$ cat config.mk
export PLATFORM = sky130hd
export DESIGN_NAME = mwsm_front
export DESIGN_NICKNAME = d
export VERILOG_FILES = /design/src/rtl/mwsm_pkg.sv /design/src/rtl/mwsm_front.sv
export SDC_FILE = /design/constraint.sdc
export NUM_CORES = 1
export LEC_CHECK = 0
export BUFFER_PORTS_ARGS = -buffer_cell sky130_fd_sc_hd__buf_2
export CORE_ASPECT_RATIO = 1.4
export CORE_MARGIN = 1
export CORE_UTILIZATION = 50
export DETAILED_ROUTE_END_ITERATION = 6
export PLACE_DENSITY_LB_ADDON = 0.15
export SLEW_MARGIN = 10
export SYNTH_ARGS = -nofsm -noshare
export SYNTH_HDL_FRONTEND = slang
export SYNTH_SLANG_ARGS = --single-unit
$ cat constraint.sdc
create_clock -name vclk -period 12.5
set_input_delay 0.625 -clock vclk [all_inputs]
set_output_delay 0.625 -clock vclk [all_outputs]
set_load 0.05 [all_outputs]
$ cat src/rtl/mwsm_pkg.sv
// Shared types and constants of the mecanum wheel speed mixer.
`default_nettype none

package mwsm_pkg;

  localparam int unsigned NumWheels   = 4;
  localparam int unsigned SpeedW      = 16;
  localparam int unsigned LimitW      = 15;
  // Wheel sums span three 16-bit terms, so they need 18 bits signed.
  localparam int unsigned SumW        = 18;
  localparam int unsigned MagW        = 17;
  localparam int unsigned NumW        = MagW + LimitW;
  // The scaled value never exceeds the limit, so the quotient has LimitW bits.
  localparam int unsigned DivSteps    = LimitW;

  localparam logic [LimitW-1:0] MaxSpeedReset = 15'd8000;

  typedef struct packed {
    logic signed [SpeedW-1:0] forward_speed;
    logic signed [SpeedW-1:0] side_speed;
    logic signed [SpeedW-1:0] turn_speed;
  } mwsm_in_t;

  typedef struct packed {
    logic signed [SpeedW-1:0] wheel_front_speed_a;
    logic signed [SpeedW-1:0] wheel_front_speed_b;
    logic signed [SpeedW-1:0] wheel_rear_speed_a;
    logic signed [SpeedW-1:0] wheel_rear_speed_b;
    logic                     was_scaled;
  } mwsm_out_t;

  // One classified command: wheel magnitudes and signs.
  typedef struct packed {
    logic [NumWheels-1:0]           neg;
    logic [NumWheels-1:0][MagW-1:0] mag;
  } mwsm_entry_t;

  // After the largest magnitude has been found.
  typedef struct packed {
    logic [NumWheels-1:0]           neg;
    logic [NumWheels-1:0][MagW-1:0] mag;
    logic [MagW-1:0]                largest;
    logic                           scale;
  } mwsm_cls_t;

  // One slot of the divider pipeline. rem holds the partial remainder, nq the
  // numerator bits still to be consumed and, from the bottom, quotient bits.
  typedef struct packed {
    logic [NumWheels-1:0]             neg;
    logic [NumWheels-1:0][MagW-1:0]   mag;
    logic                             scale;
    logic [MagW-1:0]                  divisor;
    logic [NumWheels-1:0][MagW-1:0]   rem;
    logic [NumWheels-1:0][LimitW-1:0] nq;
  } mwsm_div_t;

endpackage

`default_nettype wire

$ cat src/rtl/mwsm_front.sv
// Front part: mixes a command into four wheel sums and splits them into sign and magnitude.
`default_nettype none

module mwsm_front
  import mwsm_pkg::*;
(
  input  mwsm_in_t    cmd_i,
  output mwsm_entry_t entry_o
);

  logic signed [SumW-1:0] f_ext, s_ext, t_ext;
  logic signed [SumW-1:0] sum [NumWheels];
  logic        [SumW-1:0] neg_sum;

  assign f_ext = SumW'(cmd_i.forward_speed);
  assign s_ext = SumW'(cmd_i.side_speed);
  assign t_ext = SumW'(cmd_i.turn_speed);

  always_comb begin
    sum[0] = f_ext + s_ext + t_ext;
    sum[1] = f_ext - s_ext + t_ext;
    sum[2] = f_ext - s_ext - t_ext;
    sum[3] = f_ext + s_ext - t_ext;
  end

  always_comb begin
    entry_o = '0;
    neg_sum = '0;
    for (int i = 0; i < NumWheels; i++) begin
      neg_sum          = -sum[i];
      entry_o.neg[i]   = sum[i][SumW-1];
      entry_o.mag[i]   = sum[i][SumW-1] ? neg_sum[MagW-1:0] : sum[i][MagW-1:0];
    end
  end

endmodule

`default_nettype wire

==> metrics.md, run 1 <==
| Metric | Value |
|---|---|
| Gp weighted congestion | between 1 and 1.5 |
| Initial core utilization | 0.5168 |
| Netlist Area Pre-Place | 6170 sq um |
| Seq/Total Area, Yosys | 0 |
| Filler Cell Count | 1224 |
| Status | finished clean |
| Hold Buf Count CTS | 0 |
| Die Area | ~13000 sq um |
| DR vias/cell | 5.826 |
| Most frequent cells in the layout | buf_2, xnor2_1, ha_1, inv_1, nor2_1 |
| HP Start | cmd_i[0] |
| Cells after synthesis | 880 |
| Setup_tns | 0 ns |
| Maxcap violations | 0 |
| Slew @ Worst Pin | about 0.9 ns |
| Max IR drop VDD | about 180 uV |
| Cell area power density | between 200 and 300 nW/um^2 |
| Final setup vio count | 0 |
| Max frequency | 150.6 MHz |
| Largest stage delay, worst path | 0.68 ns |
| Resize count post-CTS | 0 |
| Routed WL | approximately 18000 um |
| Worst Path Buf+Inv | 5 |
| DRC viols | 0 |
| Final Max Slew Viols | 0 |
| Antenna Cells | 0 |
| Worst hold path depth | 3 |
| Register area | 0 sq um |
| Clkbuf count | 0 |
| WP data required | 11.88 ns |
| Setup Crit Path Kind | in2out |
| P&R area growth vs syn | 10.42% |
| Post-Syn Area per Cell | 7.011 sq um |
| Share of layout cells above drive strength 1 | 0.1634 |
| Period utilization | 0.5312 |
| PortBufs | 120 |
| Hold Path Class | in2out |
| DR WL/cell | 15.82 um |
| Worst relative slew slack | 0.4049 |
| Pleak | between 3 and 4 nW |
| GRT Util Overall | 0.2753 |
| Kind of end point of the critical path | output pin |
| Crit path max-delay family | compound AO/OA/AOI/OAI gates |
| Most common cell after layout, fill and taps aside | buf_2 |
| Synth warnings | 0 |
| Hold EP | entry_o[17] |
| Final min period | approximately 6.6 ns |
| WP data arrival | between 6 and 7 ns |
| Antenna violations before repair | 0 |
| Unrepaired setup endpoints after global routing | false |
| Ports | 120 |
| Placed cell count | 1114 |
| Post-Layout Cell Count | around 1.1k |
| Die Ht | ~130 um |
| Synth Net Count | 1038 |
| HPWL Detailed | ~15000 um |
| Largest net degree at the start of global routing | 17 |
| Post-CTS setup buffers | 0 |
| Crit Path Max Fanout | 12 |
| GR Overflow Total | 0 |
| Detailed router's first-iteration violation count | about 250 |
| Worst setup SP type | input port |
| Critical path, cell by cell | buf_2, inv_1, ha_1, nor2b_1, o21ai_0, a21boi_0, o21ai_1, a21oi_1, o2111ai_1, nand3_1, o41ai_1, xnor2_1, ha_1, clkinv_1, nor2_1, a311oi_1, a211o_1, a22oi_1, inv_1, o21ai_0, xnor2_1, buf_2 |
| Std-Cell Rows | between 40 and 50 |
| Synth cell types | between 80 and 90 |
| Core ar. | ~12000 sq um |
| Nets | around 1.1k |
| DR vias | between 6k and 7k |
| FF+latch count | 0 |
| Global-route wire length before repair | 28710 um |
| Pre-antenna DRT Iters | 7 |
| Slowest cell on the critical path | a22oi_1 |
| Final number of hold-violating endpoints | 0 |
| Vias in the first global route | slightly above 6k |
| Die Wd | approximately 96 um |
| Antenna Nets Post-Route | 0 |
-- through the flow --
| step | power, W | instance area, sq um | setup WS [ns] | util | hold WS (ns) |
|---|---|---|---|---|---|
| finish | 0.001723 | 6813 | 5.859 | 0.5707 | 1.779 |
| global placement | 0.001714 | 6813 | 6.065 | 0.5707 | 1.788 |
| global route | 0.001830 | 6813 | 5.269 | 0.5707 | 1.826 |
| floorplan | 0.001384 | 6170 | 6.159 | - | 1.586 |
| detailed placement | 0.001716 | 6813 | 5.949 | 0.5707 | 1.782 |
| CTS | 0.001721 | 6813 | 5.938 | 0.5707 | 1.785 |
-- Yosys cell counts (3+ instances only) --
master       n  area share
or4_1        3      0.0037
ha_1       104        0.21
a211o_1      6      0.0085
nor2b_1     14       0.014
o21a_1       8      0.0097
nor2_1      80       0.049
nand2_1     47       0.029
a221oi_1     3      0.0043
a21oi_1     71       0.058
a311oi_1     3      0.0043
nor3_1      27       0.022
o41ai_1      9       0.013
a211oi_1     3      0.0037
or2_2        6      0.0061
a2111oi_0    3      0.0043
fa_1         6       0.019
o21ai_1      6      0.0049
or3_1        6      0.0061
o21bai_1    17       0.021
o2bb2ai_1    3      0.0043
a31oi_1     13       0.013
clkbuf_1    20       0.012
o211ai_1     4      0.0049
xor2_1      24       0.034
xnor2_1    108        0.15
buf_2       11      0.0089
nand2b_1    12       0.012
inv_1       92       0.056
a21o_1       6      0.0073
nand4_1      6      0.0061
o21ai_0     41       0.033
nand3_1     14       0.011
o31ai_1     13       0.016
and3_1      12       0.012
a22oi_1      4      0.0049
nor4_1       7      0.0071
mux2i_1      3      0.0049
o21ba_2      5      0.0081
-- how the worst max path moves through the flow --
stage | start | slack [ns] | to | cells past startpoint
floorplan | cmd_i[18] | 6.16 | entry_o[32] | 22
global placement | cmd_i[18] | 6.07 | entry_o[41] | 22
detailed placement | cmd_i[18] | 5.95 | entry_o[41] | 22
CTS | cmd_i[18] | 5.94 | entry_o[41] | 22
global route | cmd_i[18] | 5.27 | entry_o[41] | 22
finish | cmd_i[18] | 5.86 | entry_o[41] | 22
-- layer usage --
| metal | share of wire | track usage | vias to the layer above | wire length, um |
|---|---|---|---|---|
| li1 | - | - | 3253 | - |
| met1 | 0.41 | 0.3251 | 2989 | 7248 |
| met2 | 0.51 | 0.5107 | 198 | 8909 |
| met3 | 0.036 | 0.008562 | 50 | 631 |
| met4 | 0.047 | 0.1061 | 0 | 830 |
| met5 | 0 | 0 | - | 0 |
-- cell type report --
| cell class | count | area (sq um) | share of cell area |
|---|---|---|---|
| Timing Repair Buffer | 121 | 608.1 | 0.08926 |
| Inverter | 96 | 360.3 | 0.05289 |
| Multi-Input combinational cell | 750 | 5660 | 0.8309 |
| Tap cell | 147 | 183.9 | 0.02700 |
-- logic make-up (layout without fill, tap and decap cells) --
group,after synthesis,count (layout),synth area share
buffers and inverters,130,217,0.08254
multiplexers,3,3,0.004867
AO/OA/AOI/OAI,250,250,0.2807
AND/OR/NAND/NOR,253,253,0.2089
adder cells (fa/ha/maj),110,110,0.2304
XOR/XNOR,134,134,0.1927
-- where the power goes --
group,internal [W],switching (W)
clock network,0,0
logic,0.000483,0.00124
registers,0,0
total,0.000483,0.00124
Power figures use the tool's default switching activity.
==> run 2: changes to the inputs <==
==> constraint.sdc (replaced) <==
create_clock -name vclk -period 5.65
set_input_delay 0.2825 -clock vclk [all_inputs]
set_output_delay 0.2825 -clock vclk [all_outputs]
set_load 0.05 [all_outputs]
==> run 2 against run 1 <==
Routed wire length shrank 1.8%. Combinational power up 130%. Cell area grew 2.4%. Utilization rose by 1.4 points. Non-clock buffer count up 14. First-iteration DRC count shrank 30%. Setup slack got worse by 5.5 ns. Die area stayed put. Worst hold slack got worse by 0.62 ns. Highest routed layer unchanged.
==> metrics.md, run 2 (synthesis gave the netlist of run 1 again) <==
| Metric | Value |
|---|---|
| Max frequency | 187.4 MHz |
| FF+latch count | 0 |
| HPWL Detailed | ~15000 um |
| Clkbuf count | 0 |
| Antenna Cells | 0 |
| Detailed router's first-iteration violation count | 171 |
| WP data arrival | 5.05 ns |
| Most frequent cells in the layout | buf_2, xnor2_1, ha_1, inv_1, nor2_1 |
| Die Ht | between 100 and 150 um |
| Share of layout cells above drive strength 1 | 0.1876 |
| Final setup vio count | 0 |
| Hold Slack | ~1.2 ns |
| Largest net degree at the start of global routing | 15 |
| Die Wd | roughly 96 um |
| DR vias | around 6.5k |
| Core ar. | about 12000 sq um |
| Worst setup SP type | input port |
| Maxcap violations | 0 |
| Status | finished clean |
| Std-Cell Rows | 47 |
| Gp weighted congestion | just under 0.9 |
| GRT Util Overall | 0.2710 |
| DR vias/cell | 5.754 |
| Filler Cell Count | ~1.3k |
| Ports | 120 |
| DRC viols | 0 |
| Setup Crit Path Kind | in2out |
| Most common cell after layout, fill and taps aside | buf_2 |
| Worst relative slew slack | 0.5061 |
| Post-Layout Cell Count | between 1k and 1.5k |
| GR Overflow Total | 0 |
| Crit Path Max Fanout | 13 |
| Final min period | between 5 and 6 ns |
| Multi-input gate area | between 5000 and 6000 sq um |
| Kind of end point of the critical path | output pin |
| Register area | 0 sq um |
| Hold Path Class | in2out |
| Max IR drop VDD | 496.3 uV |
| Routed WL | around 17000 um |
| Pre-antenna DRT Iters | 5 |
| Antenna Nets Post-Route | 0 |
| Global-route wire length before repair | ~28000 um |
| Antenna violations before repair | 0 |
| Cell area power density | around 560 nW/um^2 |
| P&R area growth vs syn | 13.10% |
| Final Max Slew Viols | 0 |
| Slew @ Worst Pin | slightly above 0.7 ns |
| Nets | around 1.1k |
| PortBufs | 120 |
| Die Area | between 10000 and 15000 sq um |
| DR WL/cell | roughly 15 um |
| Vias in the first global route | between 6k and 7k |
| Final Util | 0.5845 |
| Initial core utilization | 0.5168 |
| WP data required | ~5.4 ns |
| Period utilization | 0.9445 |
| Final number of hold-violating endpoints | 0 |
| Pleak | about 3.3 nW |
| Placed cell count | roughly 1.1k |
## run 2: worst max-delay path, stage by stage
cell and delay (ns):
buf_2 0.11, ha_1 0.21, fa_1 0.40, nor2b_1 0.13
o21ai_0 0.11, a21boi_0 0.30, o21ai_1 0.14, a21oi_2 0.23
o21ai_0 0.11, nand2_1 0.10, xnor2_1 0.14, ha_1 0.37
nor3_1 0.25, o311a_1 0.22, o21ai_1 0.09, a211o_1 0.29
a21o_1 0.20, a21oi_1 0.17, o21a_2 0.26, inv_1 0.22
o21ai_0 0.16, xor2_1 0.26, clkbuf_4 0.29
## run 2: per-layer routing
metal | track usage | routed length (um) | vias up
li1 | - | - | 3297
met1 | 0.3464 | 7693 | 2981
met2 | 0.4746 | 8315 | 174
met3 | 0.01826 | 668 | 39
met4 | 0.08624 | 617 | 0
met5 | 0 | 0 | -
## run 2: cell type report
| class | instances | share of cell area |
|---|---|---|
| multi-input cells | 750 | 0.8187 |
| inverters | 96 | 0.05164 |
| well taps | 147 | 0.02636 |
| repair buffers | 135 | 0.1033 |
## run 2: timing repair
item / CTS / global route
hold buffers: 0 / 0
buffers inserted: 0 / 0
setup endpoints to repair: 0 / 39
resized for setup: 0 / 15
## run 2: path summary, 6_finish.rpt
path  cells past startpoint  slack, ns           to       from
max                      23       0.31  entry_o[27]  cmd_i[16]
min                       3       1.16  entry_o[51]   cmd_i[0]
## run 2: metrics by stage
step / total power [W] / setup TNS (ns) / worst slack (ns) / cell area (sq um)
floorplan: 0.003068 / 0 / 0.05036 / 6177
global placement: 0.003838 / 0 / 0.2014 / 6925
detailed placement: 0.003842 / 0 / 0.1765 / 6925
CTS: 0.003857 / 0 / 0.1672 / 6925
global route: 0.004156 / -0.05901 / -0.05470 / 6978
finish: 0.003890 / 0 / 0.3134 / 6978
## run 2: where the power goes
| part | switching (W) | internal, W | total, W |
|---|---|---|---|
| registers | 0 | 0 | 0 |
| logic | 0.00277 | 0.00112 | 0.00389 |
| clock network | 0 | 0 | 0 |
==> run 3: changes to the inputs <==
--- a/config.mk
+++ b/config.mk
@@ -5,6 +5,7 @@
 export SDC_FILE = /design/constraint.sdc
 export NUM_CORES = 1
 export LEC_CHECK = 0
+export ABC_AREA = 1
 export BUFFER_PORTS_ARGS = -buffer_cell sky130_fd_sc_hd__buf_2
 export CORE_ASPECT_RATIO = 1.4
 export CORE_MARGIN = 1
==> run 3 against run 2 <==
Cell count increased by 48%. Critical path type unchanged. Fmax grew 9.7%. Global-route usage is 3.7 points higher. Non-clock buffer count is 15 lower. Worst hold slack improved by 0.033 ns. Combinational power increased by 4%. Largest cell class unchanged. Via count rose by 34%. Utilization is 3.0 points lower. Cell area rose by 15%.
==> metrics.md, run 3 <==
| Metric | Value |
|---|---|
| Status | finished clean |
| Vias in the first global route | about 8.4k |
| PortBufs | 120 |
| DR WL/cell | between 10 and 15 um |
| Most frequent cells in the layout | nand2_1, inv_1, nor2_1, buf_2, nand3_1 |
| Synth warnings | 0 |
| Synth Net Count | ~1.6k |
| Crit Path Max Fanout | 18 |
| Worst relative slew slack | 0.5568 |
| Pleak | approximately 4.8 nW |
| Hold Path Class | in2out |
| Most common cell on crit path | nand2_1 |
| GRT Util Overall | 0.3085 |
| Slowest cell on the critical path | o31ai_1 |
| DR vias/cell | 5.209 |
| Resize count post-CTS | 0 |
| Final setup vio count | 0 |
| Netlist Area Pre-Place | ~7400 sq um |
| Setup_tns | 0 ns |
| Setup Crit Path Kind | in2out |
| Pre-antenna DRT Iters | 5 |
| Cells after synthesis | about 1.4k |
| Worst setup SP type | input port |
| Filler Cell Count | ~1.7k |
| Total Power | between 0.004 and 0.005 W |
| GR Overflow Total | 0 |
| Period utilization | 0.8612 |
| Cell area power density | about 500 nW/um^2 |
| Die Area | approximately 15000 sq um |
| WP data arrival | roughly 4.6 ns |
| Post-synth top cells | nand2_1, inv_1, nor2_1 |
| Initial core utilization | 0.5118 |
| FF+latch count | 0 |
| Final min period | 4.866 ns |
| HPWL Detailed | ~21000 um |
| Largest stage delay, worst path | around 0.61 ns |
| Core ar. | approximately 15000 sq um |
| Slew @ Worst Pin | about 0.66 ns |
| Clkbuf count | 0 |
| Critical path, cell by cell | buf_2, ha_1, fa_1, o31ai_1, nand4_1, nand2_1, a21oi_1, a21oi_1, inv_1, ha_1, inv_1, nor3_1, and2_1, nand2_1, nand2_1, nand2_1, nand2_2, inv_2, nor2_1, xor2_1, buf_2 |
| Maxcap violations | 0 |
| Std-Cell Rows | 52 |
| Top cells by area, synth | nand2_1, ha_1, inv_1 |
| DRC viols | 0 |
| Kind of end point of the critical path | output pin |
| Max frequency | 205.5 MHz |
| Antenna violations before repair | 1 |
| Top cell type's share of synthesized area | 0.2265 |
| Die Wd | approximately 100 um |
| Worst Path Buf+Inv | 5 |
| Seq/Total Area, Yosys | 0 |
| Nets | between 1.5k and 2k |
| Multi-input gate area | 6346 sq um |
| Share of layout cells above drive strength 1 | 0.1175 |
| Post-CTS setup buffers | 0 |
| Largest net degree at the start of global routing | 19 |
| Final Max Slew Viols | 0 |
| Top-count cell post-synth | nand2_1 |
| Gp weighted congestion | between 0.9 and 1 |
| Final number of hold-violating endpoints | 0 |
| Hold EP | entry_o[17] |
| Most common cell after layout, fill and taps aside | nand2_1 |
| Ports | 120 |
| P&R area growth vs syn | 8.357% |
| HP Start | cmd_i[0] |
| Max IR drop VDD | 409.7 uV |
| Global-route wire length before repair | between 30000 and 40000 um |
| Die Ht | between 100 and 150 um |
| Antenna Nets Post-Route | 0 |
| Crit path max-delay family | simple AND/OR/NAND/NOR gates |
| WP data required | 5.37 ns |
| Detailed router's first-iteration violation count | roughly 370 |
| Register area | 0 sq um |
| Unrepaired setup endpoints after global routing | false |
| Post-Syn Area per Cell | 5.319 sq um |
| Worst hold path depth | 3 |
| Area leader, netlist | nand2_1 |
| Routed WL | roughly 24000 um |
| Synth cell types | 43 |
| DR vias | 8705 |
| Hold Buf Count CTS | 0 |
[run 3: cell families after synthesis]
group                      Yosys count  share of synthesized area
buffers and inverters              264                     0.1454
AOI/OAI and AO/OA                  159                     0.1200
xor gates and xnor gates            85                     0.1013
adders and majority gates          110                     0.1914
and+or+nand+nor                    778                     0.4420
[run 3: power by group]
| group | internal, W | switching (W) |
|---|---|---|
| combinational | 0.00101 | 0.00303 |
| sequential | 0 | 0 |
| clock | 0.0000000000237 | 0 |
| total | 0.00101 | 0.00303 |
[run 3: through the flow]
| stage | hold slack (ns) | util | std cells | cell area [sq um] | setup slack (ns) |
|---|---|---|---|---|---|
| floorplan | 0.9095 | - | 1396 | 7426 | 1.059 |
| global placement | 1.196 | 0.5544 | 1670 | 8044 | 0.8670 |
| detailed placement | 1.193 | 0.5544 | 1670 | 8044 | 0.8468 |
| CTS | 1.192 | 0.5544 | 1670 | 8044 | 0.8319 |
| global route | 1.212 | 0.5546 | 1671 | 8046 | 0.3951 |
| finish | 1.195 | 0.5546 | 1671 | 8046 | 0.7840 |
[run 3: routing by layer]
metal / global-route usage / wire, um
met1: 0.3167 / 9341
met2: 0.6348 / 12600
met3: 0.006250 / 517
met4: 0.1373 / 1284
met5: 0 / 0
[run 3: final cells by class]
type / count / share of cell area
antenna: 1 / 0.0003110
inverter: 229 / 0.1070
multi-input combinational: 1132 / 0.7887
tap: 189 / 0.02939
timing repair buffer: 120 / 0.07464
[run 3: worst max path at each step]
| stage | end | depth (start not counted) | slack (ns) | from |
|---|---|---|---|---|
| CTS | entry_o[7] | 23 | 0.83 | cmd_i[18] |
| global placement | entry_o[7] | 23 | 0.87 | cmd_i[18] |
| global route | entry_o[36] | 21 | 0.40 | cmd_i[16] |
| detailed placement | entry_o[7] | 23 | 0.85 | cmd_i[18] |
| finish | entry_o[36] | 21 | 0.78 | cmd_i[16] |
| floorplan | entry_o[18] | 19 | 1.06 | cmd_i[32] |
