**config.mk**
```make
export PLATFORM = sky130hd
export DESIGN_NAME = mwsm_queue
export DESIGN_NICKNAME = d
export VERILOG_FILES = /design/src/rtl/mwsm_pkg.sv /design/src/rtl/mwsm_queue.sv
export SDC_FILE = /design/constraint.sdc
export NUM_CORES = 1
export LEC_CHECK = 0
export ABC_AREA = 1
export BUFFER_PORTS_ARGS = -buffer_cell sky130_fd_sc_hd__buf_2
export CORE_MARGIN = 2
export CORE_UTILIZATION = 62
export CTS_CLUSTER_DIAMETER = 60
export CTS_CLUSTER_SIZE = 16
export DETAILED_ROUTE_END_ITERATION = 6
export PLACE_DENSITY = 0.87
export SETUP_SLACK_MARGIN = 0.15
export SYNTH_ARGS = -nofsm -noshare
export SYNTH_HDL_FRONTEND = slang
export SYNTH_SLANG_ARGS = --single-unit
```
**constraint.sdc**
```tcl
create_clock -name clk_i -period 12.9 [get_ports clk_i]
set_input_delay 1.935 -clock clk_i [delete_from_list [all_inputs] [get_ports clk_i]]
set_output_delay 1.935 -clock clk_i [all_outputs]
set_load 0.02 [all_outputs]
```
**src/rtl/mwsm_pkg.sv**
```systemverilog
// Shared types and constants of the mecanum wheel speed mixer.
`default_nettype none

package mwsm_pkg;

  localparam int unsigned NumWheels   = 4;
  localparam int unsigned SpeedW      = 16;
  localparam int unsigned LimitW      = 15;
  // Wheel sums span three 16-bit terms, so they need 18 bits signed.
  localparam int unsigned SumW        = 18;
  localparam int unsigned MagW        = 17;
  localparam int unsigned NumW        = MagW + LimitW;
  // The scaled value never exceeds the limit, so the quotient has LimitW bits.
  localparam int unsigned DivSteps    = LimitW;

  localparam logic [LimitW-1:0] MaxSpeedReset = 15'd8000;

  typedef struct packed {
    logic signed [SpeedW-1:0] forward_speed;
    logic signed [SpeedW-1:0] side_speed;
    logic signed [SpeedW-1:0] turn_speed;
  } mwsm_in_t;

  typedef struct packed {
    logic signed [SpeedW-1:0] wheel_front_speed_a;
    logic signed [SpeedW-1:0] wheel_front_speed_b;
    logic signed [SpeedW-1:0] wheel_rear_speed_a;
    logic signed [SpeedW-1:0] wheel_rear_speed_b;
    logic                     was_scaled;
  } mwsm_out_t;

  // One classified command: wheel magnitudes and signs.
  typedef struct packed {
    logic [NumWheels-1:0]           neg;
    logic [NumWheels-1:0][MagW-1:0] mag;
  } mwsm_entry_t;

  // After the largest magnitude has been found.
  typedef struct packed {
    logic [NumWheels-1:0]           neg;
    logic [NumWheels-1:0][MagW-1:0] mag;
    logic [MagW-1:0]                largest;
    logic                           scale;
  } mwsm_cls_t;

  // One slot of the divider pipeline. rem holds the partial remainder, nq the
  // numerator bits still to be consumed and, from the bottom, quotient bits.
  typedef struct packed {
    logic [NumWheels-1:0]             neg;
    logic [NumWheels-1:0][MagW-1:0]   mag;
    logic                             scale;
    logic [MagW-1:0]                  divisor;
    logic [NumWheels-1:0][MagW-1:0]   rem;
    logic [NumWheels-1:0][LimitW-1:0] nq;
  } mwsm_div_t;

endpackage

`default_nettype wire

```
**src/rtl/mwsm_queue.sv**
```systemverilog
// Short queue of classified commands between the front and back parts.
`default_nettype none

module mwsm_queue
  import mwsm_pkg::*;
#(
  parameter int unsigned Depth = 4
) (
  input  logic        clk_i,
  input  logic        rst_ni,
  input  logic        push_i,
  input  mwsm_entry_t data_i,
  output logic        full_o,
  input  logic        pop_i,
  output logic        valid_o,
  output mwsm_entry_t data_o
);

  localparam int unsigned PtrW = (Depth > 1) ? $clog2(Depth) : 1;
  localparam int unsigned CntW = $clog2(Depth + 1);

  mwsm_entry_t     mem_q [Depth];
  logic [PtrW-1:0] wr_ptr_q, wr_ptr_d;
  logic [PtrW-1:0] rd_ptr_q, rd_ptr_d;
  logic [CntW-1:0] cnt_q, cnt_d;
  logic            do_push, do_pop;

  assign full_o  = (cnt_q == CntW'(Depth));
  assign valid_o = (cnt_q != '0);
  assign data_o  = mem_q[rd_ptr_q];
  assign do_push = push_i && !full_o;
  assign do_pop  = pop_i && valid_o;

  always_comb begin
    wr_ptr_d = wr_ptr_q;
    rd_ptr_d = rd_ptr_q;
    cnt_d    = cnt_q;
    if (do_push) begin
      wr_ptr_d = (wr_ptr_q == PtrW'(Depth - 1)) ? '0 : wr_ptr_q + 1'b1;
    end
    if (do_pop) begin
      rd_ptr_d = (rd_ptr_q == PtrW'(Depth - 1)) ? '0 : rd_ptr_q + 1'b1;
    end
    if (do_push && !do_pop) begin
      cnt_d = cnt_q + 1'b1;
    end else if (do_pop && !do_push) begin
      cnt_d = cnt_q - 1'b1;
    end
  end

  always_ff @(posedge clk_i or negedge rst_ni) begin
    if (!rst_ni) begin
      wr_ptr_q <= '0;
      rd_ptr_q <= '0;
      cnt_q    <= '0;
    end else begin
      wr_ptr_q <= wr_ptr_d;
      rd_ptr_q <= rd_ptr_d;
      cnt_q    <= cnt_d;
    end
  end

  always_ff @(posedge clk_i) begin
    if (do_push) begin
      mem_q[wr_ptr_q] <= data_i;
    end
  end

endmodule

`default_nettype wire

```
==> results of run 1 <==
-- kinds of logic (layout without fill, tap and decap cells) --
group | after synthesis | after routing | synth area share
AOI/OAI and AO/OA | 145 | 145 | 0.111
xor gates and xnor gates | 1 | 1 | 0.000725
adders and majority gates | 7 | 7 | 0.00787
buffers and inverters | 206 | 347 | 0.0738
DFF | 295 | 295 | 0.730
other | 0 | 4 | 0
and+or+nand+nor | 245 | 245 | 0.0770
-- critical path: cells and delay by family (launching register included) --
| kind | cells | cell delay [ns] |
|---|---|---|
| flops | 1 | 0.94 |
| simple gates | 2 | 0.26 |
| buf+inv | 2 | 1.13 |
| compound gates | 1 | 0.14 |
-- cell type report --
| cell class | count | area (um^2) | share of cell area |
|---|---|---|---|
| diodes | 4 | 10.0 | 0.000737 |
| flip-flops and latches | 295 | 8830 | 0.650 |
| clock buffers | 30 | 602 | 0.0443 |
| multi-input cells | 398 | 2400 | 0.177 |
| clock inverters | 1 | 11.3 | 0.000829 |
| inverters | 159 | 598 | 0.0440 |
| repair buffers | 157 | 806 | 0.0593 |
| well taps | 265 | 332 | 0.0244 |
-- flip-flops by register name, summed over array words and instances, names as in the netlist --
name / cells
cnt_q: 3
mem_q: 288
rd_ptr_q: 2
wr_ptr_q: 2
-- per-layer routing --
layer / track usage / wire length, um
met5: 0 / 13
met4: 0.0660 / 432
met3: 0.0347 / 1290
met2: 0.361 / 11000
met1: 0.275 / 9020
-- where the power goes --
| part | internal, uW | leakage, uW | total, uW | switching (uW) |
|---|---|---|---|---|
| sequential | 1260 | 0.00272 | 1350 | 84.1 |
| clock | 325 | 0.000298 | 617 | 292 |
| combinational | 352 | 0.00243 | 1160 | 806 |
-- layout by cell type, fill, tap and decap left out --
| cell type | count |
|---|---|
| o211ai_2 | 50 |
| o21ai_0 | 1 |
| nand3_1 | 7 |
| inv_8 | 1 |
| nand4_1 | 1 |
| inv_1 | 158 |
| nor2_1 | 2 |
| nor2_4 | 4 |
| dfrtp_4 | 1 |
| nand2_1 | 231 |
| ha_1 | 6 |
| dfrtp_2 | 1 |
| diode_2 | 4 |
| dfrtp_1 | 5 |
| buf_4 | 8 |
| clkbuf_1 | 7 |
| xnor2_1 | 1 |
| o211ai_1 | 94 |
| clkinv_2 | 1 |
| edfxtp_1 | 288 |
| clkbuf_16 | 23 |
| buf_2 | 149 |
| fa_1 | 1 |
-- stage by stage --
| step | worst slack [ns] | hold slack [ns] |
|---|---|---|
| 2_1_floorplan | 7.31 | 0.463 |
| 3_3_place_gp | 8.57 | 0.477 |
| 3_5_place_dp | 8.46 | 0.505 |
| 4_1_cts | 7.92 | 0.518 |
| 5_1_grt | 7.69 | 0.537 |
| 6_report | 7.92 | 0.514 |
-- how the worst max path moves through the flow --
stage | from | slack [ns] | depth (start not counted) | to
finish | rd_ptr_q[0] | 7.92 | 5 | data_o[68]
global route | rd_ptr_q[0] | 7.69 | 5 | data_o[42]
CTS | rd_ptr_q[0] | 7.92 | 5 | data_o[38]
detailed placement | rd_ptr_q[0] | 8.46 | 5 | data_o[38]
global placement | rd_ptr_q[0] | 8.57 | 4 | data_o[38]
floorplan | push_i | 7.31 | 2 | mem_q[0][0]
==> reports/metrics.yaml, run 1 <==
detailed_routing:
  avgRoutedWirePerCell_um: 16.6
  drt-vias-per-instance: 5.31
  vias: 6950
  drc: 0
  wirelength_um: 21700
  drtIter0Drc: 592
  drtAntennaViolNets: 0
  drtPass1Iterations: 5
logic_synthesis:
  synth_most_common_cell: "edfxtp_1"
  yosys-top-cells-area: "edfxtp_1, nand2_1, o211ai_1"
  ys_async_sr_fraction: 0.0237
  ys_seq_area_frac: 0.730
  ys.warnings.count: 0
  yosys_register_bits: 295
  mappedNetlistArea_um2: 12100
  avgSynthCellArea_um2: 13.4
  yosysUniqueCellTypes: 17
  syn_nets: 982
  synthFlopType: "edfxtp_1"
  yosysTopAreaCell: "edfxtp_1"
  synth_edf_count: 288
  synthCells: 899
  synth_common_cells: "edfxtp_1, nand2_1, inv_1, o211ai_1, o211ai_2"
  synth.top_cell.area_share: 0.716
timing:
  final-max-slew-violation-count: 0
  rsz0062_at_grt: "no"
  fin_setup_tns_ns: 0
  finalHoldViolations: 0
  slew_headroom: 0.219
  fin_skew_ns: 0.00602
  max_freq_mhz: 201
  post-route-period-util: 0.386
  fin_crit_ns: 4.98
  worst_pin_slew_ns: 1.17
  finalSetupViolCount: 0
worst_setup_path:
  start_kind: "flop"
  reg2reg_to: "mem_q[1][40]"
  worst_setup_path_end_kind: "output port"
  r2r_cells: 5
  max_stage_delay_ns: 0.96
  worstSetupPathType: "flop to output port"
  cp.arrival_ns: 3.04
  worst-r2r-setup-slack_ns: 10.53
  crit_chain: "buf_4 > nand2_1 > o211ai_1 > nand2_1 > buf_2"
  r2r-start: "cnt_q[0]"
  cp.required_ns: 10.97
  crit_top_cell: "nand2_1"
  crit_fanout: 104
  cp_slowest_cell: "buf_4"
floorplanning:
  dieArea_um2: 20600
  die_x_um: 144
  die_h_um: 144
  core_area_um2: 19300
  rows: 51
  boundaryPins: 150
  start_util: 0.627
min_path:
  hold_path_class: "flop to flop"
  hp-start: "cnt_q[2]"
  min_path_cells: 2
  holdPathEnd: "cnt_q[2]"
placement:
  place.gp.congestion: 0.696
  place_area_um2: 13000
  port_buffers: 149
  dp_cells: 1274
  dpl.hpwl_um: 12200
finish:
  fin_cells: 1309
  fin_nets: 1116
  fillers: 1314
  fin_util: 0.705
  design_area_um2: 13600
  drive_above_1_share: 0.229
  syn_to_final_growth_pct: 12.4
clocking:
  cts_sinks: 295
  root_buffer: "clkbuf_16"
  cts_tree: "done"
  holdBufCountCts: 0
  clk_pin_slew_ns: 0.06
  clk_latency_ns: 0.49
  cts_buffers: 22
  htreeDepth: 1
  ctsResizeCount: 0
  cts_setup_buffers: 0
  cts_max_path_buffers: 3
global_route:
  grt_pass1_wl_um: 33500
  grt_overflow: 0
  grt_max_degree: 113
  grt_usage: 0.209
  grt_pass1_vias: 6785
  antenna_found_initial: 5
job:
  maxCapViolCount: 0
power_and_ir_drop:
  power.density_nw_per_um2: 230
  peakVddDrop_mv: 0.248
  p_total_uw: 3120
  p_leak_uw: 0.00545
status:
  status: "finished, final reports clean"
Note: power is estimated with default switching activity, not from simulation.
==> inputs of run 2 (changes only) <==
- ABC_AREA: 1 -> 0
- CORE_UTILIZATION: 62 -> 57
- PLACE_DENSITY: 0.87 -> 0.82
- clock period: 12.9 -> 4.6 ns (I/O delays scaled with it)
==> reports/metrics.yaml, run 2 <==
status:
  status: "finished, final reports clean"
finish:
  drive_above_1_share: 0.450  # +0.221
  fin_nets: 655  # -41%
  largest_reg_flops: 288  # unchanged
  syn_to_final_growth_pct: 14.7
  fillers: 1170  # -11%
  multi_input_area_um2: 1880  # -22%
  design_area_um2: 12400  # -8.6%
  mostFrequentLayoutCell: "edfxtp_1"
  reg_top3: "mem_q (288), cnt_q (3)"
  top_register: "mem_q"
  mostFrequentLayoutCells: "edfxtp_1, buf_2, mux4_2, clkbuf_16, clkbuf_1"
  ff_latch_area_um2: 8830  # about the same
placement:
  port_buffers: 149  # unchanged
  place_area_um2: 11800  # -9.2%
  place.gp.congestion: 0.706  # +1.4%
  dpl.hpwl_um: 10600  # -13%
  post-place-ws_ns: 1.70  # -6.76 ns
detailed_routing:
  vias: 4749  # -32%
  drtAntennaViolNets: 0  # unchanged
  avgRoutedWirePerCell_um: 22.2  # +34%
  wirelength_um: 18100  # -17%
  drtIter0Drc: 343  # -42%
  drc: 0  # unchanged
  drt-vias-per-instance: 5.83  # +9.7%
  drtPass1Iterations: 4  # -1
logic_synthesis:
  syn_nets: 496  # -49%
  mappedNetlistArea_um2: 10800  # -10%
  yosysUniqueCellTypes: 18  # +1
  ys_async_sr_fraction: 0.0237  # unchanged
  ys.warnings.count: 0  # unchanged
  synth_most_common_cell: "edfxtp_1"
  yosys_register_bits: 295  # unchanged
  synthCells: 413  # -54%
  yosys-top-cells-area: "edfxtp_1, mux4_2, dfrtp_1"
  avgSynthCellArea_um2: 26.2  # +95%
  yosysTopAreaCell: "edfxtp_1"
  synthFlopType: "edfxtp_1"
  synth_edf_count: 288  # unchanged
  synth.top_cell.area_share: 0.798  # +0.0828
  synth_common_cells: "edfxtp_1, mux4_2, buf_2, buf_6, dfrtp_1"
  ys_seq_area_frac: 0.815  # +0.0845
timing:
  final-max-slew-violation-count: 0  # unchanged
  max_freq_mhz: 298
  fin_crit_ns: 3.36
  fin_skew_ns: 0.00955  # +0.00353 ns
  slew_headroom: 0.259  # +0.0404
  worst_pin_slew_ns: 1.11  # -0.0606 ns
  finalSetupViolCount: 0  # unchanged
  layout_setup_ws_ns: 1.24  # -6.68 ns
  finalHoldViolations: 0  # unchanged
  post-route-period-util: 0.730
  fin_setup_tns_ns: 0  # unchanged
  rsz0062_at_grt: "no"
global_route:
  antenna_found_initial: 2  # -3
  grt_pass1_wl_um: 28400  # -15%
  grt_overflow: 0  # unchanged
  grt_usage: 0.185  # -0.0239
  grt_max_degree: 75  # -34%
  grt_pass1_vias: 5246  # -23%
power_and_ir_drop:
  power.density_nw_per_um2: 653  # +180%
  p_leak_uw: 0.00421  # -23%
  peakVddDrop_mv: 0.512  # +110%
clocking:
  cts_max_path_buffers: 3  # unchanged
  cts_buffers: 22  # unchanged
  cts_tree: "done"
  clk_latency_ns: 0.50  # about the same
  htreeDepth: 1  # unchanged
  root_buffer: "clkbuf_16"
  clk_pin_slew_ns: 0.07  # about the same
  holdBufCountCts: 1  # +1
  cts_setup_buffers: 0  # unchanged
  cts_sinks: 295  # unchanged
  ctsResizeCount: 0  # unchanged
job:
  maxCapViolCount: 0  # unchanged
worst_setup_path:
  worst-r2r-setup-slack_ns: 2.17  # -8.36 ns
  crit_fanout: 34  # -67%
  cp.required_ns: 3.91  # -7.06 ns
  cp.arrival_ns: 2.67  # -0.37 ns
  r2r-start: "cnt_q[2]"
  r2r_cells: 3  # -2
  reg2reg_to: "mem_q[3][66]"
  worst_setup_path_end_kind: "output port"
  worstSetupPathType: "flop to output port"
  start_kind: "flop"
min_path:
  min_path_cells: 1  # -1
  holdPathEnd: "mem_q[1][65]"
  hold_path_class: "input pin to flop"
  hp-start: "data_i[65]"
floorplanning:
  dieArea_um2: 20100  # -2.4%
  start_util: 0.579  # -0.0481
  boundaryPins: 150  # unchanged
  rows: 50  # -2.0%
  core_area_um2: 18700  # -2.9%
  die_h_um: 142  # -1.2%
  die_x_um: 142  # -1.2%
## run 2: changes by cell type in the layout (fill, tap and decap cells not counted), sizes merged, moves of 2 or more
cell and change:
nand3 -7, inv -156, diode -3, mux2 +5, nand2 -230, buf -6, o211ai -144, mux4 +72
and2 +4, xor2 +2, nor2 -3
## run 2: cells by family after synthesis
kind of cell               share of synthesized area
DFF                                            0.815
buffers and inverters                         0.0132
and+or+nand+nor                              0.00624
xor gates and xnor gates                     0.00243
adders and majority gates                    0.00878
muxes                                          0.155
## run 2: area by class of cell
cell class	instances	area share
Sequential cell	295	0.711
Antenna cell	1	0.000201
Clock inverter	2	0.00302
Multi-Input combinational cell	98	0.151
Tap cell	234	0.0236
Timing Repair Buffer	152	0.0620
Clock buffer	30	0.0484
Inverter	3	0.000906
## run 2: worst max-delay path: stages, from the launching register on
cell and delay, ns:
dfrtp_4 0.83, buf_4 0.51, mux4_2 0.58, buf_2 0.18
## run 2: metal layers
layer | GRT usage | wire length (um)
met1 | 0.243 | 7070
met2 | 0.320 | 9420
met3 | 0.0483 | 1330
met4 | 0.0389 | 310
met5 | 0 | 0
## run 2: how the worst max path moves through the flow
stage / start / endpoint / slack (ns) / depth (start not counted)
floorplan: push_i / mem_q[0][0] / 1.51 / 3
global placement: rd_ptr_q[0] / data_o[7] / 1.72 / 3
detailed placement: rd_ptr_q[0] / data_o[8] / 1.70 / 3
CTS: rd_ptr_q[0] / data_o[8] / 1.14 / 3
global route: rd_ptr_q[0] / data_o[6] / 1.04 / 3
finish: rd_ptr_q[0] / data_o[8] / 1.24 / 3
## run 2: metrics by stage
step	hold WS, ns	instances	utilization	power (uW)
2_1_floorplan	0.394	413	-	5700
3_3_place_gp	0.460	781	0.629	6380
3_5_place_dp	0.477	781	0.629	6460
4_1_cts	0.378	814	0.664	8240
5_1_grt	0.383	814	0.664	8510
6_report	0.401	815	0.664	8120
## run 2: where the power goes
part | total, uW | switching (uW) | internal [uW]
sequential | 3900 | 343 | 3560
combinational | 2430 | 1370 | 1060
clock | 1780 | 819 | 964
total | 8120 | 2530 | 5590
==> inputs of run 3 (changes only) <==
- ABC_AREA: 0 -> 1
- CORE_UTILIZATION: 57 -> 58
- PLACE_DENSITY: 0.82 -> 0.83
- clock period: 4.6 -> 3.2 ns (I/O delays scaled with it)
==> reports/metrics.yaml, run 3 (synthesis gave the netlist of run 1 again) <==
finish:
  syn_to_final_growth_pct: 13.4
  multi_input_area_um2: 2400  # +28%
  mostFrequentLayoutCell: "edfxtp_1"
  drive_above_1_share: 0.231  # -0.219
  largest_reg_flops: 288  # unchanged
  mostFrequentLayoutCells: "edfxtp_1, nand2_1, inv_1, buf_2, o211ai_1"
  ff_latch_area_um2: 8830  # about the same
  fin_cells: 1316  # +61%
  fin_nets: 1119  # +71%
  fillers: 1363  # +16%
  top_register: "mem_q"
  reg_top3: "mem_q (288), cnt_q (3)"
clocking:
  clk_latency_ns: 0.50  # about the same
  cts_max_path_buffers: 3  # unchanged
  holdBufCountCts: 1  # unchanged
  ctsResizeCount: 0  # unchanged
  clk_pin_slew_ns: 0.07  # about the same
  htreeDepth: 1  # unchanged
  cts_tree: "done"
  cts_sinks: 295  # unchanged
  cts_buffers: 22  # unchanged
  cts_setup_buffers: 0  # unchanged
  root_buffer: "clkbuf_16"
min_path:
  holdPathEnd: "mem_q[2][63]"
  min_path_cells: 1  # unchanged
  hp-start: "data_i[63]"
  hold_path_class: "input pin to flop"
floorplanning:
  core_area_um2: 20400  # +8.9%
  die_x_um: 148  # +4.6%
  dieArea_um2: 22000  # +9.4%
  start_util: 0.594  # +0.0144
  die_h_um: 148  # +4.6%
  boundaryPins: 150  # unchanged
  rows: 52  # +4.0%
worst_setup_path:
  cp_slowest_cell: "buf_4"
  cp.required_ns: 2.72  # -1.19 ns
  cp_top_family: "buffers and inverters"
  worst_setup_path_end_kind: "output port"
  max_stage_delay_ns: 0.70  # -0.13 ns
  worst-path-buf-inv: 2  # unchanged
  crit_chain: "buf_4 > o211ai_1 > nand2_1 > buf_2"
  worst-r2r-setup-slack_ns: 1.04  # -1.13 ns
  worstSetupPathType: "flop to output port"
  r2r-start: "cnt_q[1]"
  crit_fanout: 74  # +120%
  start_kind: "flop"
  r2r_cells: 9  # +6
  cp.arrival_ns: 2.16  # -0.51 ns
  reg2reg_to: "cnt_q[1]"
status:
  status: "finished, final reports clean"
timing:
  final-max-slew-violation-count: 0  # unchanged
  post-route-period-util: 0.826
  worst_pin_slew_ns: 0.891  # -0.221 ns
  rsz0062_at_grt: "no"
  fin_skew_ns: 0.00866  # -0.000893 ns
  max_freq_mhz: 378
  finalHoldViolations: 0  # unchanged
  fin_crit_ns: 2.64
  finalSetupViolCount: 0  # unchanged
  hold-worst-slack_ns: 0.193  # -0.208 ns
  slew_headroom: 0.406  # +0.147
detailed_routing:
  avgRoutedWirePerCell_um: 17.2  # -23%
  vias: 7028  # +48%
  drt-vias-per-instance: 5.34  # -8.4%
  wirelength_um: 22700  # +25%
  drtIter0Drc: 498  # +45%
  drc: 0  # unchanged
  drtPass1Iterations: 5  # +1
  drtAntennaViolNets: 0  # unchanged
global_route:
  grt_usage: 0.205  # +0.0196
  antenna_found_initial: 3  # +1
  grt_pass1_vias: 7008  # +34%
  grt_max_degree: 125  # +67%
  grt_overflow: 0  # unchanged
  grt_pass1_wl_um: 35300  # +24%
power_and_ir_drop:
  peakVddDrop_mv: 0.706  # +38%
  power.density_nw_per_um2: 929  # +42%
  p_leak_uw: 0.00550  # +31%
job:
  maxCapViolCount: 0  # unchanged
placement:
  place.gp.congestion: 0.772  # +9.4%
  port_buffers: 149  # unchanged
  dpl.hpwl_um: 13400  # +26%
  dp_cells: 1281  # +64%
## run 3: cell count changes in the layout (fill, tap and decap cells not counted), moves of 2 or more
cell | previous run | this run
buf_12 | 0 | 7
nand3_1 | 0 | 7
o211ai_2 | 0 | 50
mux4_2 | 72 | 0
and2_4 | 4 | 0
nor2_4 | 0 | 4
inv_1 | 3 | 158
o211ai_1 | 0 | 94
nand2_1 | 0 | 231
mux2_2 | 5 | 0
xor2_1 | 2 | 0
## run 3: worst max path at each step
stage / startpoint / end / slack, ns / depth (start not counted)
2_1_floorplan: cnt_q[0] / mem_q[0][0] / -1.04 / 4
3_3_place_gp: cnt_q[0] / mem_q[1][26] / 1.07 / 5
3_5_place_dp: cnt_q[0] / cnt_q[1] / 1.05 / 9
4_1_cts: rd_ptr_q[1] / data_o[6] / 0.52 / 4
5_1_grt: rd_ptr_q[1] / data_o[6] / 0.41 / 4
6_report: rd_ptr_q[1] / data_o[25] / 0.56 / 4
## run 3: power by group
| part | switching [uW] | internal [uW] | leakage [uW] | total, uW |
|---|---|---|---|---|
| Sequential | 221 | 5070 | 0.00272 | 5300 |
| Clock | 1180 | 1330 | 0.000304 | 2510 |
| Combinational | 3430 | 1510 | 0.00247 | 4940 |
## run 3: worst register-to-register path: cells and delay by family, from the launching register on
family | cells | cell delay, ns
AO/OA/AOI/OAI | 1 | 0.07
adder cells (fa/ha/maj) | 2 | 0.66
buffers and inverters | 3 | 0.28
flip-flops | 1 | 0.40
AND/OR/NAND/NOR | 3 | 0.63
## run 3: cell type report
type                            instances  share of cell area
Clock inverter                          2            0.000639
Inverter                              159              0.0437
Multi-Input combinational cell        398               0.175
Antenna cell                            1            0.000182
Clock buffer                           31              0.0449
Tap cell                              270              0.0246
Sequential cell                       295               0.644
Timing Repair Buffer                  160              0.0670
## run 3: per-stage QoR
step	utilization	power [uW]	area [um^2]	setup TNS, ns	setup slack, ns
final	0.673	12700	13700	0	0.558
after global routing	0.673	13500	13700	0	0.414
after floorplan	-	8960	12100	-298.08	-1.04
after CTS	0.673	12900	13700	0	0.519
after global placement	0.642	10200	13100	0	1.07
after detailed placement	0.642	10400	13100	0	1.05
## run 3: routing by layer
layer,track usage,part of all wire
met1,0.250,0.39
met2,0.372,0.52
met3,0.0405,0.068
met4,0.0586,0.022
met5,0,0.00088
